### src/rtl/opsa_pkg.sv
// ----------------------------------------------------------------------------
// opsa_pkg
// Shared types and codes for the object pool stack allocator.
// ----------------------------------------------------------------------------
package opsa_pkg;

    // Configuration register indexes.
    localparam logic [1:0] REG_POOL_SIZE     = 2'd0;
    localparam logic [1:0] REG_CLEAN_ENABLE  = 2'd1;
    localparam logic [1:0] REG_DELETE_ENABLE = 2'd2;

    // Width of the fixed handle fields on the ports.
    localparam int PORT_HANDLE_W = 16;

    // Result status codes.
    typedef enum logic [2:0] {
        STAT_GIVEN     = 3'd0,
        STAT_EXHAUSTED = 3'd1,
        STAT_RETURNED  = 3'd2,
        STAT_NOT_FOUND = 3'd3,
        STAT_NULL      = 3'd4
    } status_t;

    // Classified request kinds passed from the front to the back.
    typedef enum logic [1:0] {
        CMD_GET,
        CMD_NULL,
        CMD_RET
    } cmd_kind_t;

    // Configuration register contents.
    typedef struct packed {
        logic [4:0] pool_size;
        logic       clean_enable;
        logic       delete_enable;
    } cfg_t;

    // One result beat.
    typedef struct packed {
        logic [PORT_HANDLE_W-1:0] out_handle;
        logic                     created_new;
        logic                     clean_issued;
        logic                     delete_issued;
        status_t                  status;
    } res_t;

endpackage

### src/rtl/opsa_front.sv
// ----------------------------------------------------------------------------
// opsa_front
// Accepts request beats, classifies them and holds them in a short queue.
// ----------------------------------------------------------------------------
module opsa_front import opsa_pkg::*; #(
    parameter int HANDLE_BITS = 16
) (
    input  logic                     clk,
    input  logic                     rst_n,
    input  logic                     in_valid,
    output logic                     in_ready,
    input  logic                     func,
    input  logic [PORT_HANDLE_W-1:0] handle,
    output logic                     cmd_valid,
    input  logic                     cmd_ready,
    output cmd_kind_t                cmd_kind,
    output logic [HANDLE_BITS-1:0]   cmd_handle
);

    localparam int DEPTH = 2;

    cmd_kind_t              kind_q [DEPTH];
    logic [HANDLE_BITS-1:0] hndl_q [DEPTH];
    logic                   wr_ptr_reg;
    logic                   rd_ptr_reg;
    logic [1:0]             count_reg;
    logic [63:0]            handle_wide;
    logic [HANDLE_BITS-1:0] handle_masked;
    cmd_kind_t              kind_in;
    logic                   push;
    logic                   pop;

    // Mask the handle to the built handle width and classify the request.
    assign handle_wide   = 64'(handle);
    assign handle_masked = handle_wide[HANDLE_BITS-1:0];

    always_comb
    begin
        if (!func)
        begin
            kind_in = CMD_GET;
        end
        else if (handle_masked == '0)
        begin
            kind_in = CMD_NULL;
        end
        else
        begin
            kind_in = CMD_RET;
        end
    end

    assign in_ready   = (count_reg != 2'(DEPTH));
    assign cmd_valid  = (count_reg != 2'd0);
    assign cmd_kind   = kind_q[rd_ptr_reg];
    assign cmd_handle = hndl_q[rd_ptr_reg];
    assign push       = in_valid && in_ready;
    assign pop        = cmd_valid && cmd_ready;

    // Queue storage.
    always_ff @(posedge clk)
    begin
        if (push)
        begin
            kind_q[wr_ptr_reg] <= kind_in;
            hndl_q[wr_ptr_reg] <= handle_masked;
        end
    end

    // Queue pointers and fill count.
    always_ff @(posedge clk or negedge rst_n)
    begin
        if (!rst_n)
        begin
            wr_ptr_reg <= 1'b0;
            rd_ptr_reg <= 1'b0;
            count_reg  <= 2'd0;
        end
        else
        begin
            if (push)
            begin
                wr_ptr_reg <= ~wr_ptr_reg;
            end
            if (pop)
            begin
                rd_ptr_reg <= ~rd_ptr_reg;
            end
            if (push && !pop)
            begin
                count_reg <= count_reg + 2'd1;
            end
            else if (pop && !push)
            begin
                count_reg <= count_reg - 2'd1;
            end
        end
    end

endmodule

### src/rtl/opsa_back.sv
// ----------------------------------------------------------------------------
// opsa_back
// Carries out get and return requests on the slot table and holds the result.
// ----------------------------------------------------------------------------
module opsa_back import opsa_pkg::*; #(
    parameter int MAX_SLOTS   = 16,
    parameter int HANDLE_BITS = 16
) (
    input  logic                   clk,
    input  logic                   rst_n,
    input  cfg_t                   cfg,
    input  logic                   cmd_valid,
    output logic                   cmd_ready,
    input  cmd_kind_t              cmd_kind,
    input  logic [HANDLE_BITS-1:0] cmd_handle,
    output logic                   res_valid,
    input  logic                   res_ready,
    output res_t                   res
);

    localparam int CW = $clog2(MAX_SLOTS + 1);
    localparam int AW = (MAX_SLOTS > 1) ? $clog2(MAX_SLOTS) : 1;
    localparam int EW = (CW > 5) ? CW : 5;

    typedef enum logic [1:0] {
        ST_IDLE,
        ST_GET,
        ST_SRCH,
        ST_SWAP
    } state_t;

    state_t                 state_reg;
    logic [CW-1:0]          cursor_reg;
    logic [HANDLE_BITS-1:0] fresh_reg;
    logic [HANDLE_BITS-1:0] hreg_reg;
    logic [AW-1:0]          idx_reg;
    logic [MAX_SLOTS-1:0]   vld_reg;
    logic                   res_valid_reg;
    res_t                   res_reg;

    logic [HANDLE_BITS-1:0] mem [MAX_SLOTS];
    logic [HANDLE_BITS-1:0] rd_data_reg;
    logic                   rd_vld_reg;

    logic [AW-1:0]          mem_raddr;
    logic                   mem_we;
    logic [AW-1:0]          mem_waddr;
    logic [HANDLE_BITS-1:0] mem_wdata;

    logic [CW-1:0]          cur_top;
    logic [AW-1:0]          top_addr;
    logic [AW-1:0]          cur_addr;
    logic [HANDLE_BITS-1:0] entry;
    logic                   hit;
    logic                   res_free;
    logic                   start;
    logic                   exhausted;
    logic [HANDLE_BITS-1:0] fresh_inc;
    logic [63:0]            entry_wide;
    logic [63:0]            fresh_wide;

    // Helper values derived from the cursor and the last table read.
    assign cur_top    = cursor_reg - CW'(1);
    assign top_addr   = cur_top[AW-1:0];
    assign cur_addr   = cursor_reg[AW-1:0];
    assign entry      = rd_vld_reg ? rd_data_reg : '0;
    assign hit        = (entry == hreg_reg);
    assign res_free   = !res_valid_reg || res_ready;
    assign start      = (state_reg == ST_IDLE) && cmd_valid && res_free;
    assign cmd_ready  = start;
    assign exhausted  = (EW'(cursor_reg) >= EW'(cfg.pool_size)) ||
                        (EW'(cursor_reg) >= EW'(MAX_SLOTS));
    assign fresh_inc  = fresh_reg + HANDLE_BITS'(1);
    assign entry_wide = 64'(entry);
    assign fresh_wide = 64'(fresh_reg);
    assign res_valid  = res_valid_reg;
    assign res        = res_reg;

    // Table port control for the current step.
    always_comb
    begin
        mem_raddr = cur_addr;
        mem_we    = 1'b0;
        mem_waddr = cur_addr;
        mem_wdata = fresh_reg;
        unique case (state_reg)
            ST_IDLE:
            begin
                if (cmd_kind == CMD_RET)
                begin
                    mem_raddr = top_addr;
                end
            end
            ST_GET:
            begin
                if (entry == '0)
                begin
                    mem_we = 1'b1;
                end
            end
            ST_SRCH:
            begin
                if (hit)
                begin
                    // Fetch the old top entry while the found handle goes to the top.
                    mem_raddr = top_addr;
                    mem_we    = 1'b1;
                    mem_waddr = top_addr;
                    mem_wdata = hreg_reg;
                end
                else
                begin
                    mem_raddr = idx_reg - AW'(1);
                end
            end
            ST_SWAP:
            begin
                mem_we    = 1'b1;
                mem_waddr = idx_reg;
                mem_wdata = entry;
            end
            default:
            begin
                mem_we = 1'b0;
            end
        endcase
    end

    // Slot table memory with registered read.
    always_ff @(posedge clk)
    begin
        if (mem_we)
        begin
            mem[mem_waddr] <= mem_wdata;
        end
        rd_data_reg <= mem[mem_raddr];
        rd_vld_reg  <= vld_reg[mem_raddr];
    end

    // Request sequencer, cursor, fresh counter and result register.
    always_ff @(posedge clk or negedge rst_n)
    begin
        if (!rst_n)
        begin
            state_reg     <= ST_IDLE;
            cursor_reg    <= '0;
            fresh_reg     <= HANDLE_BITS'(1);
            vld_reg       <= '0;
            res_valid_reg <= 1'b0;
            hreg_reg      <= '0;
            idx_reg       <= '0;
            res_reg       <= '0;
        end
        else
        begin
            if (res_valid_reg && res_ready)
            begin
                res_valid_reg <= 1'b0;
            end
            if (mem_we)
            begin
                vld_reg[mem_waddr] <= 1'b1;
            end
            unique case (state_reg)
                ST_IDLE:
                begin
                    if (start)
                    begin
                        res_reg  <= '0;
                        hreg_reg <= cmd_handle;
                        unique case (cmd_kind)
                            CMD_GET:
                            begin
                                if (exhausted)
                                begin
                                    res_reg.status <= STAT_EXHAUSTED;
                                    res_valid_reg  <= 1'b1;
                                end
                                else
                                begin
                                    state_reg <= ST_GET;
                                end
                            end
                            CMD_NULL:
                            begin
                                res_reg.status <= STAT_NULL;
                                res_valid_reg  <= 1'b1;
                            end
                            CMD_RET:
                            begin
                                if (cursor_reg == '0)
                                begin
                                    res_reg.status        <= STAT_NOT_FOUND;
                                    res_reg.delete_issued <= cfg.delete_enable;
                                    res_valid_reg         <= 1'b1;
                                end
                                else
                                begin
                                    idx_reg   <= top_addr;
                                    state_reg <= ST_SRCH;
                                end
                            end
                            default:
                            begin
                                state_reg <= ST_IDLE;
                            end
                        endcase
                    end
                end
                ST_GET:
                begin
                    // An empty slot gets a fresh handle; the counter never yields null.
                    if (entry == '0)
                    begin
                        res_reg.out_handle  <= fresh_wide[PORT_HANDLE_W-1:0];
                        res_reg.created_new <= 1'b1;
                        fresh_reg           <= (fresh_inc == '0) ? HANDLE_BITS'(1)
                                                                 : fresh_inc;
                    end
                    else
                    begin
                        res_reg.out_handle <= entry_wide[PORT_HANDLE_W-1:0];
                    end
                    res_reg.status <= STAT_GIVEN;
                    res_valid_reg  <= 1'b1;
                    cursor_reg     <= cursor_reg + CW'(1);
                    state_reg      <= ST_IDLE;
                end
                ST_SRCH:
                begin
                    if (hit)
                    begin
                        cursor_reg <= cur_top;
                        if (idx_reg == top_addr)
                        begin
                            res_reg.status       <= STAT_RETURNED;
                            res_reg.clean_issued <= cfg.clean_enable;
                            res_valid_reg        <= 1'b1;
                            state_reg            <= ST_IDLE;
                        end
                        else
                        begin
                            state_reg <= ST_SWAP;
                        end
                    end
                    else if (idx_reg == '0)
                    begin
                        res_reg.status        <= STAT_NOT_FOUND;
                        res_reg.delete_issued <= cfg.delete_enable;
                        res_valid_reg         <= 1'b1;
                        state_reg             <= ST_IDLE;
                    end
                    else
                    begin
                        idx_reg <= idx_reg - AW'(1);
                    end
                end
                ST_SWAP:
                begin
                    res_reg.status       <= STAT_RETURNED;
                    res_reg.clean_issued <= cfg.clean_enable;
                    res_valid_reg        <= 1'b1;
                    state_reg            <= ST_IDLE;
                end
                default:
                begin
                    state_reg <= ST_IDLE;
                end
            endcase
        end
    end

endmodule

### src/rtl/object_pool_stack_allocator_core.sv
// ----------------------------------------------------------------------------
// object_pool_stack_allocator_core
// Pool of reusable object handles kept as a slot table with a use cursor.
// ----------------------------------------------------------------------------
// Usage:
// Request beats arrive on s_axis: tuser selects get (0) or return (1), tdata
// carries the handle being returned. Every request yields exactly one result
// beat on m_axis, in request order: tdata is the handle given out, tuser holds
// the created, clean and delete flags and the status code.
// The cfg channel writes pool_size (index 0), clean_enable (1) and
// delete_enable (2); it is always ready, and the user must write it only
// while idle: the block itself does not enforce this. A get passes through
// the get state of the execution unit, while an exhausted get, a null return
// or a return to an empty pool is answered straight from idle. A return
// searches the slot table one entry per cycle from the top and then moves
// the found handle to the top. Requests pass through a two-beat request
// queue and then the result register.
// Reset empties the slot table through per-slot valid bits at once, clears
// the cursor, sets the fresh handle counter to one and loads the register
// defaults. When m_axis stalls, the result is held, the queue keeps taking
// requests until it is full, and then s_axis_tready falls.
// ----------------------------------------------------------------------------
module object_pool_stack_allocator_core import opsa_pkg::*; #(
    parameter int MAX_SLOTS   = 16,
    parameter int HANDLE_BITS = 16
) (
    input  logic        clk,
    input  logic        rst_n,
    input  logic        s_axis_tvalid,
    output logic        s_axis_tready,
    input  logic [15:0] s_axis_tdata,   // [15:0] handle
    input  logic [0:0]  s_axis_tuser,   // [0] func
    output logic        m_axis_tvalid,
    input  logic        m_axis_tready,
    output logic [15:0] m_axis_tdata,   // [15:0] out_handle
    output logic [5:0]  m_axis_tuser,   // [0] created_new, [1] clean_issued,
                                        // [2] delete_issued, [5:3] status
    input  logic        cfg_valid,
    output logic        cfg_ready,
    input  logic [1:0]  cfg_addr,
    input  logic [4:0]  cfg_data
);

    cfg_t                   cfg_reg;
    logic                   cmd_valid;
    logic                   cmd_ready;
    cmd_kind_t              cmd_kind;
    logic [HANDLE_BITS-1:0] cmd_handle;
    res_t                   res;

    // Configuration registers.
    assign cfg_ready = 1'b1;

    always_ff @(posedge clk or negedge rst_n)
    begin
        if (!rst_n)
        begin
            cfg_reg.pool_size     <= 5'd16;
            cfg_reg.clean_enable  <= 1'b0;
            cfg_reg.delete_enable <= 1'b1;
        end
        else if (cfg_valid && cfg_ready)
        begin
            unique case (cfg_addr)
                REG_POOL_SIZE:     cfg_reg.pool_size     <= cfg_data;
                REG_CLEAN_ENABLE:  cfg_reg.clean_enable  <= cfg_data[0];
                REG_DELETE_ENABLE: cfg_reg.delete_enable <= cfg_data[0];
                default:           cfg_reg               <= cfg_reg;
            endcase
        end
    end

    // Request intake and queue.
    opsa_front #(
        .HANDLE_BITS (HANDLE_BITS)
    ) u_front (
        .clk        (clk),
        .rst_n      (rst_n),
        .in_valid   (s_axis_tvalid),
        .in_ready   (s_axis_tready),
        .func       (s_axis_tuser[0]),
        .handle     (s_axis_tdata),
        .cmd_valid  (cmd_valid),
        .cmd_ready  (cmd_ready),
        .cmd_kind   (cmd_kind),
        .cmd_handle (cmd_handle)
    );

    // Execution on the slot table.
    opsa_back #(
        .MAX_SLOTS   (MAX_SLOTS),
        .HANDLE_BITS (HANDLE_BITS)
    ) u_back (
        .clk        (clk),
        .rst_n      (rst_n),
        .cfg        (cfg_reg),
        .cmd_valid  (cmd_valid),
        .cmd_ready  (cmd_ready),
        .cmd_kind   (cmd_kind),
        .cmd_handle (cmd_handle),
        .res_valid  (m_axis_tvalid),
        .res_ready  (m_axis_tready),
        .res        (res)
    );

    // Result beat packing.
    assign m_axis_tdata = res.out_handle;
    assign m_axis_tuser = {res.status, res.delete_issued, res.clean_issued,
                           res.created_new};

endmodule
### config.mk
export PLATFORM = sky130hd
export DESIGN_NAME = object_pool_stack_allocator_core
export DESIGN_NICKNAME = d
export VERILOG_FILES = /design/src/rtl/opsa_pkg.sv /design/src/rtl/opsa_front.sv /design/src/rtl/opsa_back.sv /design/src/rtl/object_pool_stack_allocator_core.sv
export SDC_FILE = /design/constraint.sdc
export NUM_CORES = 1
export LEC_CHECK = 0
export ABC_CLOCK_PERIOD_IN_PS = 4500
export BUFFER_PORTS_ARGS = -buffer_cell sky130_fd_sc_hd__buf_4
export CORE_ASPECT_RATIO = 0.75
export CORE_UTILIZATION = 56
export DETAILED_ROUTE_END_ITERATION = 6
export PLACE_DENSITY = 0.76
export SKIP_CTS_REPAIR_TIMING = 1
export SYNTH_ARGS = -nofsm -noshare
export SYNTH_HDL_FRONTEND = slang
export SYNTH_SLANG_ARGS = --single-unit
### constraint.sdc
create_clock -name clk -period 4.5 [get_ports clk]
set_input_delay 0.45 -clock clk [delete_from_list [all_inputs] [get_ports clk]]
set_output_delay 0.45 -clock clk [all_outputs]
set_load 0.02 [all_outputs]
==> metrics.md, run 1 <==
| Metric | Value |
|---|---|
| Result of the run | completed |
| GP Congestion | 0.938 |
| Mean routed wirelength per cell | 22.7 microns |
| Die outline width | 205 microns |
| Clock power frac | 21.3% |
| Gate Count Post-Synth | 1299 |
| Share of the yosys chip area belonging to registers | 66.3% |
| Initial antenna violation count | 1 |
| Net Count, Synth | 1339 |
| TritonCTS clock tree | built |
| Highest Signal Layer | met4 |
| Main flop type after synthesis | sky130_fd_sc_hd__edfxtp_1 |
| Post-Place Cell Area | 18400 sq um |
| CTS H-Tree Depth | 2 |
| Layout Nets | 1417 |
| Met1 layer wirelength in the final routing | 18000 microns |
| Detail Route met2 WL | 17900 microns |
| Pins over their slew limit | 0 |
| Non-Filler Instances | 1805 |
| DRC errors left | 0 |
| Synth unique cells | 62 |
| Number of flip-flops under the largest register name | 256 |
| Critical Path Max Stage Delay | 0.85 ns |
| Share of post-route cells with drive strength above 1 | 17.9% |
| Post-route worst setup slack | 0.454 ns |
| Violation count after the first detailed-routing iteration | 1144 |
| Core footprint | 30200 sq um |
| Antenna-violating nets left | 0 |
| Metal3 WL | 4220 microns |
| Routed wire length | 41000 microns |
| Post-placement worst setup slack | 0.604 ns |
| #FFs+latches synth | 402 |
| Placed cells | 1736 |
| Number of I/O pins | 54 |
| Switching power as a share of total power | 38.6% |
| Clock buffers created by TritonCTS | 38 |
| Ordered list of cells on the worst path | nand4b_1 -> o22ai_1 -> o22ai_1 -> nor4_4 -> buf_4 -> and2_1 -> a22o_1 -> a22oi_1 -> nand2b_1 -> nor2_2 -> buf_12 |
| Final Cell Area | 19600 sq um |
| Routed via count | 11300 |
| Element type at the critical path end | flop |
| Leading cell type in the layout, fill and taps excluded | sky130_fd_sc_hd__edfxtp_1 |
| Time the worst path needs with I/O delays and setup | 4.05 ns |
| Reg area | 11400 sq um |
| Number of clock sinks | 402 |
| Maximum number of pins on one net before global-route repair | 86 |
| Router iterations before antenna repair | 5 |
| Total area of multi-input combinational cells | 5460 sq um |
| Clock root buffer master | sky130_fd_sc_hd__clkbuf_16 |
| Worst min path class | input port to asynchronous set/reset pin |
| Port Buffer Count | 52 |
| Share of synthesized flip-flops with an asynchronous set or reset | 23.1% |
| Cell Pwr Density | 762 nW/um^2 |
| Fmax achieved | 247 MHz |
| Syn Std Cell Area | 17300 sq um |
| Antenna Diode Count | 0 |
| Clock-pin transition on the worst setup and hold timing paths | 0.07 ns |
| Reported max-cap violation count | 0 |
| Commonest cells after routing, fill and taps aside | sky130_fd_sc_hd__edfxtp_1, sky130_fd_sc_hd__nand2_1, sky130_fd_sc_hd__buf_4, sky130_fd_sc_hd__dfrtp_1, sky130_fd_sc_hd__mux2i_1 |
| Critical Path Most Common Cell | sky130_fd_sc_hd__o22ai_1 |
| Hold Violations, Final | 0 |
| Synth Warn # | 0 |
| Effective utilization at floorplan | 57.1% |
| Part of the power in registers | 36.4% |
| Clock insertion delay at the later pin of the skew report | 0.53 ns |
| Routed via count divided by cell count | 6.25 |
| Relative slew slack | 39.3% |
| Cell internal power dissipation | 0.00919 W |
| GRT Overall Usage | 26.3% |
| Count of flip-flops with a built-in enable after synthesis | 292 |
| Final clock period utilization by the worst path | 89.9% |
| Mean instance size in the synthesized netlist | 13.3 sq um |
| Layout Skew | 0.0122 ns |
| Die Outline Area | 31500 sq um |
| Max Fanout on Critical Path | 25 |
| Critical Setup Path Class | flop to flop |
| Crit-path slowest cell | sky130_fd_sc_hd__dfxtp_1 |
| Required arrival time at the worst endpoint | 4.74 ns |
| First-pass GRT wire length | 62600 microns |
| Minimum hold slack | 0.0147 ns |
| CP Data Arrival Time | 4.28 ns |
| Endpoints failing setup | 0 |
| DP Wirelength | 25800 microns |
| Vias in the first global route | 10800 |
| Net switching power figure | 0.00578 W |
| Clock tree buffer depth | 3 |
| Worst-Margin Slew | 0.911 ns |
| Area growth syn-to-layout | 13.8% |
| CP startpoint kind | flop |
| Setup repair after global routing missed its margin | false |
| Die height | 154 microns |
| Leftover overflow at the end of global routing | 0 |
| Part of the total power dissipated in combinational logic | 42.3% |
| Setup TNS | 0 ns |
| Maximum ir drop on the vdd rail | 0.000647 V |
| Leak Pwr | 7.21 nW |
| Number of placement rows | 55 |
| Filler instances | 2171 |
[metal layers]
metal	vias to the layer above	global-route usage [%]
met5	-	0
met2	582	37.5
li1	5060	-
met3	68	7.33
met1	5565	39.6
met4	0	7.18
[final timing paths]
| path | startpoint | endpoint | slack, ns | cells past startpoint |
|---|---|---|---|---|
| max | u_back.rd_vld_reg | u_back.mem[9][0] | 0.45 | 11 |
| min | rst_n | u_back.res[17] | 0.01 | 1 |
| max reg2reg | u_back.rd_vld_reg | u_back.mem[9][0] | 0.45 | 11 |
| min reg2reg | u_back.vld_reg[2] | u_back.vld_reg[2] | 0.47 | 1 |
| max in group asynchronous | rst_n | cfg_reg[6] | 3.48 | 2 |
| min in group clk | s_axis_tdata[6] | u_front.hndl_q[0][6] | 0.11 | 1 |
[power by group through the flow]
stage          registers [W]  clock network (W)  logic, W
6_report             0.00545            0.00318   0.00633
2_1_floorplan        0.00528                  0   0.00450
3_5_place_dp         0.00548                  0   0.00623
4_1_cts              0.00542            0.00322   0.00629
3_3_place_gp         0.00546                  0   0.00608
5_1_grt              0.00551            0.00336   0.00686
[synth_stat cells, drive strengths merged (8+ instances only)]
| cell | instances | area (sq um) |
|---|---|---|
| o22ai | 28 | 175 |
| inv | 17 | 63.8 |
| mux2i | 83 | 831 |
| nand2 | 139 | 522 |
| a22oi | 39 | 298 |
| a31oi | 35 | 219 |
| nand4b | 8 | 70.1 |
| a211oi | 35 | 263 |
| xor2 | 16 | 140 |
| clkbuf | 44 | 165 |
| dfrtp | 90 | 2250 |
| mux2 | 37 | 417 |
| xnor2 | 23 | 201 |
| nor4 | 11 | 83.8 |
| a21oi | 17 | 85.1 |
| nor3 | 20 | 100 |
| ha | 11 | 138 |
| edfxtp | 292 | 8770 |
| o21a | 8 | 60.1 |
| and2 | 38 | 238 |
| dfxtp | 17 | 340 |
| nand3 | 37 | 185 |
| a221o | 17 | 170 |
| o21ai | 77 | 389 |
| buf | 35 | 201 |
| or2 | 20 | 125 |
| nor2 | 39 | 146 |
[through the flow]
stage	total power, W	utilization [%]
6_report	0.0150	65.0
5_1_grt	0.0157	65.0
4_1_cts	0.0149	65.0
3_5_place_dp	0.0117	60.9
3_3_place_gp	0.0115	60.9
2_1_floorplan	0.00978	-
[critical path, delay by kind of cell (launching register included)]
kind	cells	cell delay [ns]
DFF	1	0.85
buffers and inverters	2	0.50
AOI/OAI and AO/OA	4	0.68
and+or+nand+nor	5	1.70
[cell families after synthesis]
kind of cell	count (synthesis)	synth area share, %
compound gates	277	10.8
flops	402	66.3
simple gates	347	9.86
mux	124	7.75
buf+inv	98	2.54
fa+ha+maj	11	0.798
xor+xnor	39	1.98
other cells	1	0.0217
[final cells by class]
class / instances / area share (%)
Inverter: 19 / 0.363
Multi-Input combinational cell: 799 / 27.8
Timing Repair Buffer: 117 / 4.79
Sequential cell: 402 / 58.3
Tap cell: 399 / 2.54
Clock inverter: 16 / 0.905
Clock buffer: 53 / 5.34
(Power assumes the default switching activity.)
==> inputs of run 2 (changes only) <==
REMOVE_ABC_BUFFERS = 1   (was not set)
==> run 2 against run 1 <==
Net effect: fmax increased by 7.3%; setup slack better by 0.28 ns; global-route usage fell by 0.054 points; clock-buffer cell count decreased by 1; clock power up 8.8%; highest routed layer unchanged; sequential power shrank 1%; register-to-register slack improved by 0.28 ns; cell area up 0.65%; non-clock buffer count is 3 higher; sequential cell count unchanged; die area unchanged; combinational power rose by 0.6%.
==> metrics.md, run 2 (same netlist as run 1, synthesis figures left out) <==
| Metric | Value |
|---|---|
| Total power of the final layout | 0.0152 W (+1.7%) |
| Maximum number of pins on one net before global-route repair | 66 (-23%) |
| Number of flip-flops under the largest register name | 256 (unchanged) |
| Antenna Diode Count | 0 (unchanged) |
| Vias in the first global route | 10800 (+0.83%) |
| Leading cell type in the layout, fill and taps excluded | sky130_fd_sc_hd__edfxtp_1 |
| First-pass GRT wire length | 62500 microns (-0.12%) |
| Beginning of the worst register-to-register path | u_back.rd_vld_reg |
| Slack of the worst reg-to-reg path | 0.73 ns (+0.28 ns) |
| Result of the run | completed |
| Ordered list of cells on the worst path | buf_4 -> nand4b_1 -> o22ai_1 -> o22ai_1 -> nor4_4 -> o21ai_1 -> a221oi_4 -> buf_4 -> mux2_2 -> o22ai_1 -> a221o_1 |
| Critical Path Max Stage Delay | 0.69 ns (-0.16 ns) |
| Share of post-route cells with drive strength above 1 | 18.5% (+0.67 points) |
| Clock root buffer master | sky130_fd_sc_hd__clkbuf_16 |
| Clock tree buffer depth | 3 (unchanged) |
| Hold Violations, Final | 0 (unchanged) |
| Number of clock sinks | 402 (unchanged) |
| Mean routed wirelength per cell | 22.5 microns (-1.1%) |
| Final clock period utilization by the worst path | 83.8% (-6.1 points) |
| Max Fanout on Critical Path | 43 (+72%) |
| Router iterations before antenna repair | 6 (+1) |
| Die height | 154 microns (unchanged) |
| Cell Pwr Density | 770 nW/um^2 (+1.0%) |
| Crit-path slowest cell | sky130_fd_sc_hd__a221oi_4 |
| GP Congestion | 0.913 (-2.6%) |
| Pins over their slew limit | 0 (unchanged) |
| Clock buffers created by TritonCTS | 38 (unchanged) |
| CTS H-Tree Depth | 2 (unchanged) |
| Layout Skew | 0.0162 ns (+0.00396 ns) |
| Die outline width | 205 microns (unchanged) |
| DRC errors left | 0 (unchanged) |
| Port Buffer Count | 52 (unchanged) |
| Worst reg-to-reg path cell count | 11 (unchanged) |
| Effective utilization at floorplan | 57.1% (unchanged) |
| Routed via count | 11200 (-0.87%) |
| Number of placement rows | 55 (unchanged) |
| Critical Setup Path Class | flop to flop |
| Maximum ir drop on the vdd rail | 0.000485 V (-25%) |
| Part of the total power dissipated in combinational logic | 41.9% (-0.4 points) |
| Clock-pin transition on the worst setup and hold timing paths | 0.06 ns (about the same) |
| Endpoints failing setup | 0 (unchanged) |
| Worst min path class | input port to asynchronous set/reset pin |
| Violation count after the first detailed-routing iteration | 1386 (+21%) |
| Time the worst path needs with I/O delays and setup | 3.77 ns (-0.276 ns) |
| Leftover overflow at the end of global routing | 0 (unchanged) |
| GRT Overall Usage | 26.3% (-0.054 points) |
| Cell internal power dissipation | 0.00944 W (+2.8%) |
| CP Data Arrival Time | 4.22 ns (-0.06 ns) |
| Fmax achieved | 265 MHz (+7.3%) |
| Number of I/O pins | 54 (unchanged) |
| Routed via count divided by cell count | 6.18 (-1.0%) |
| Relative slew slack | 38.9% (-0.37 points) |
| Net switching power figure | 0.00577 W (about the same) |
| Die Outline Area | 31500 sq um (unchanged) |
| Reported max-cap violation count | 0 (unchanged) |
| TritonCTS clock tree | built |
| Part of the power in registers | 35.4% (-1.0 points) |
| CP startpoint kind | flop |
| DP Wirelength | 25600 microns (-0.91%) |
| Clock insertion delay at the later pin of the skew report | 0.54 ns (about the same) |
| Destination of the worst register-to-register timing path | u_back.rd_data_reg[13] |
| Layout Nets | 1420 (+0.21%) |
| Core footprint | 30200 sq um (unchanged) |
| Critical Path Most Common Cell | sky130_fd_sc_hd__o22ai_1 |
| Setup repair after global routing missed its margin | false |
| Area growth syn-to-layout | 14.5% |
| Commonest cells after routing, fill and taps aside | sky130_fd_sc_hd__edfxtp_1, sky130_fd_sc_hd__nand2_1, sky130_fd_sc_hd__buf_4, sky130_fd_sc_hd__dfrtp_1, sky130_fd_sc_hd__mux2i_1 |
| Minimum hold slack | 0.000319 ns (-0.0144 ns) |
| Routed wire length | 40600 microns (-0.99%) |
| Leak Pwr | 7.28 nW (+0.99%) |
| Required arrival time at the worst endpoint | 4.95 ns (+0.21 ns) |
| Switching power as a share of total power | 37.9% (-0.67 points) |
| Clock power frac | 22.7% (+1.4 points) |
| Element type at the critical path end | flop |
| Initial antenna violation count | 0 (-1) |
| Antenna-violating nets left | 0 (unchanged) |
| Worst-Margin Slew | 0.913 ns (+0.00222 ns) |
==> run 2: changes by cell type in the layout (fill, tap and decap cells not counted) <==
| cell | before | now |
|---|---|---|
| sky130_fd_sc_hd__bufinv_16 | 4 | 8 |
| sky130_fd_sc_hd__clkbuf_1 | 12 | 10 |
| sky130_fd_sc_hd__buf_12 | 5 | 4 |
| sky130_fd_sc_hd__clkinv_1 | 9 | 4 |
| sky130_fd_sc_hd__buf_4 | 112 | 116 |
| sky130_fd_sc_hd__clkinv_2 | 3 | 5 |
| sky130_fd_sc_hd__clkbuf_8 | 2 | 3 |
==> run 2: power by group through the flow <==
stage | combinational, W | sequential (W) | clock (W)
floorplan | 0.00431 | 0.00541 | 0
global placement | 0.00615 | 0.00540 | 0
detailed placement | 0.00629 | 0.00542 | 0
CTS | 0.00633 | 0.00536 | 0.00350
global route | 0.00689 | 0.00544 | 0.00366
finish | 0.00637 | 0.00539 | 0.00346
==> run 2: how the worst max path moves through the flow <==
| stage | start | end | slack (ns) |
|---|---|---|---|
| after floorplan | u_back.rd_vld_reg | u_back.rd_vld_reg | -2.41 |
| after global placement | u_back.rd_vld_reg | u_back.rd_data_reg[13] | 0.88 |
| after detailed placement | u_back.rd_vld_reg | u_back.rd_data_reg[13] | 0.79 |
| after CTS | u_back.rd_vld_reg | u_back.rd_data_reg[13] | 0.78 |
| after global routing | u_back.rd_vld_reg | u_back.rd_data_reg[13] | 0.47 |
| final | u_back.rd_vld_reg | u_back.rd_data_reg[13] | 0.73 |
==> run 2: area by class of cell <==
cell class	instances	area, sq um
Multi-Input combinational cell	799	5460
Clock buffer	52	1050
Sequential cell	402	11400
Inverter	19	71.3
Clock inverter	17	289
Tap cell	399	499
Fill cell	2151	10500
Timing Repair Buffer	120	951
==> run 2: stage by stage <==
step	utilization [%]	instance area [sq um]	std cells	TNS, ns	setup WS, ns
final	65.4	19800	1808	0	0.730
after floorplan	-	16900	1220	-89.51	-2.41
after global routing	65.4	19800	1808	0	0.468
after detailed placement	61.0	18400	1739	0	0.793
after CTS	65.4	19800	1808	0	0.782
after global placement	61.0	18400	1739	0	0.884
==> run 2: critical path, delay by kind of cell, from the launching register on <==
kind	cells	cell delay (ns)
AOI/OAI and AO/OA	6	1.71
muxes	1	0.35
DFF	1	0.31
and+or+nand+nor	2	0.61
buffers and inverters	2	0.70
==> run 2: metal layers <==
metal / vias to the layer above / share of wire, % / track usage (%)
met5: - / 0 / 0
met4: 0 / 1.8 / 6.65
met3: 60 / 9.6 / 6.70
met2: 503 / 44 / 38.1
met1: 5542 / 44 / 39.6
li1: 5072 / - / -
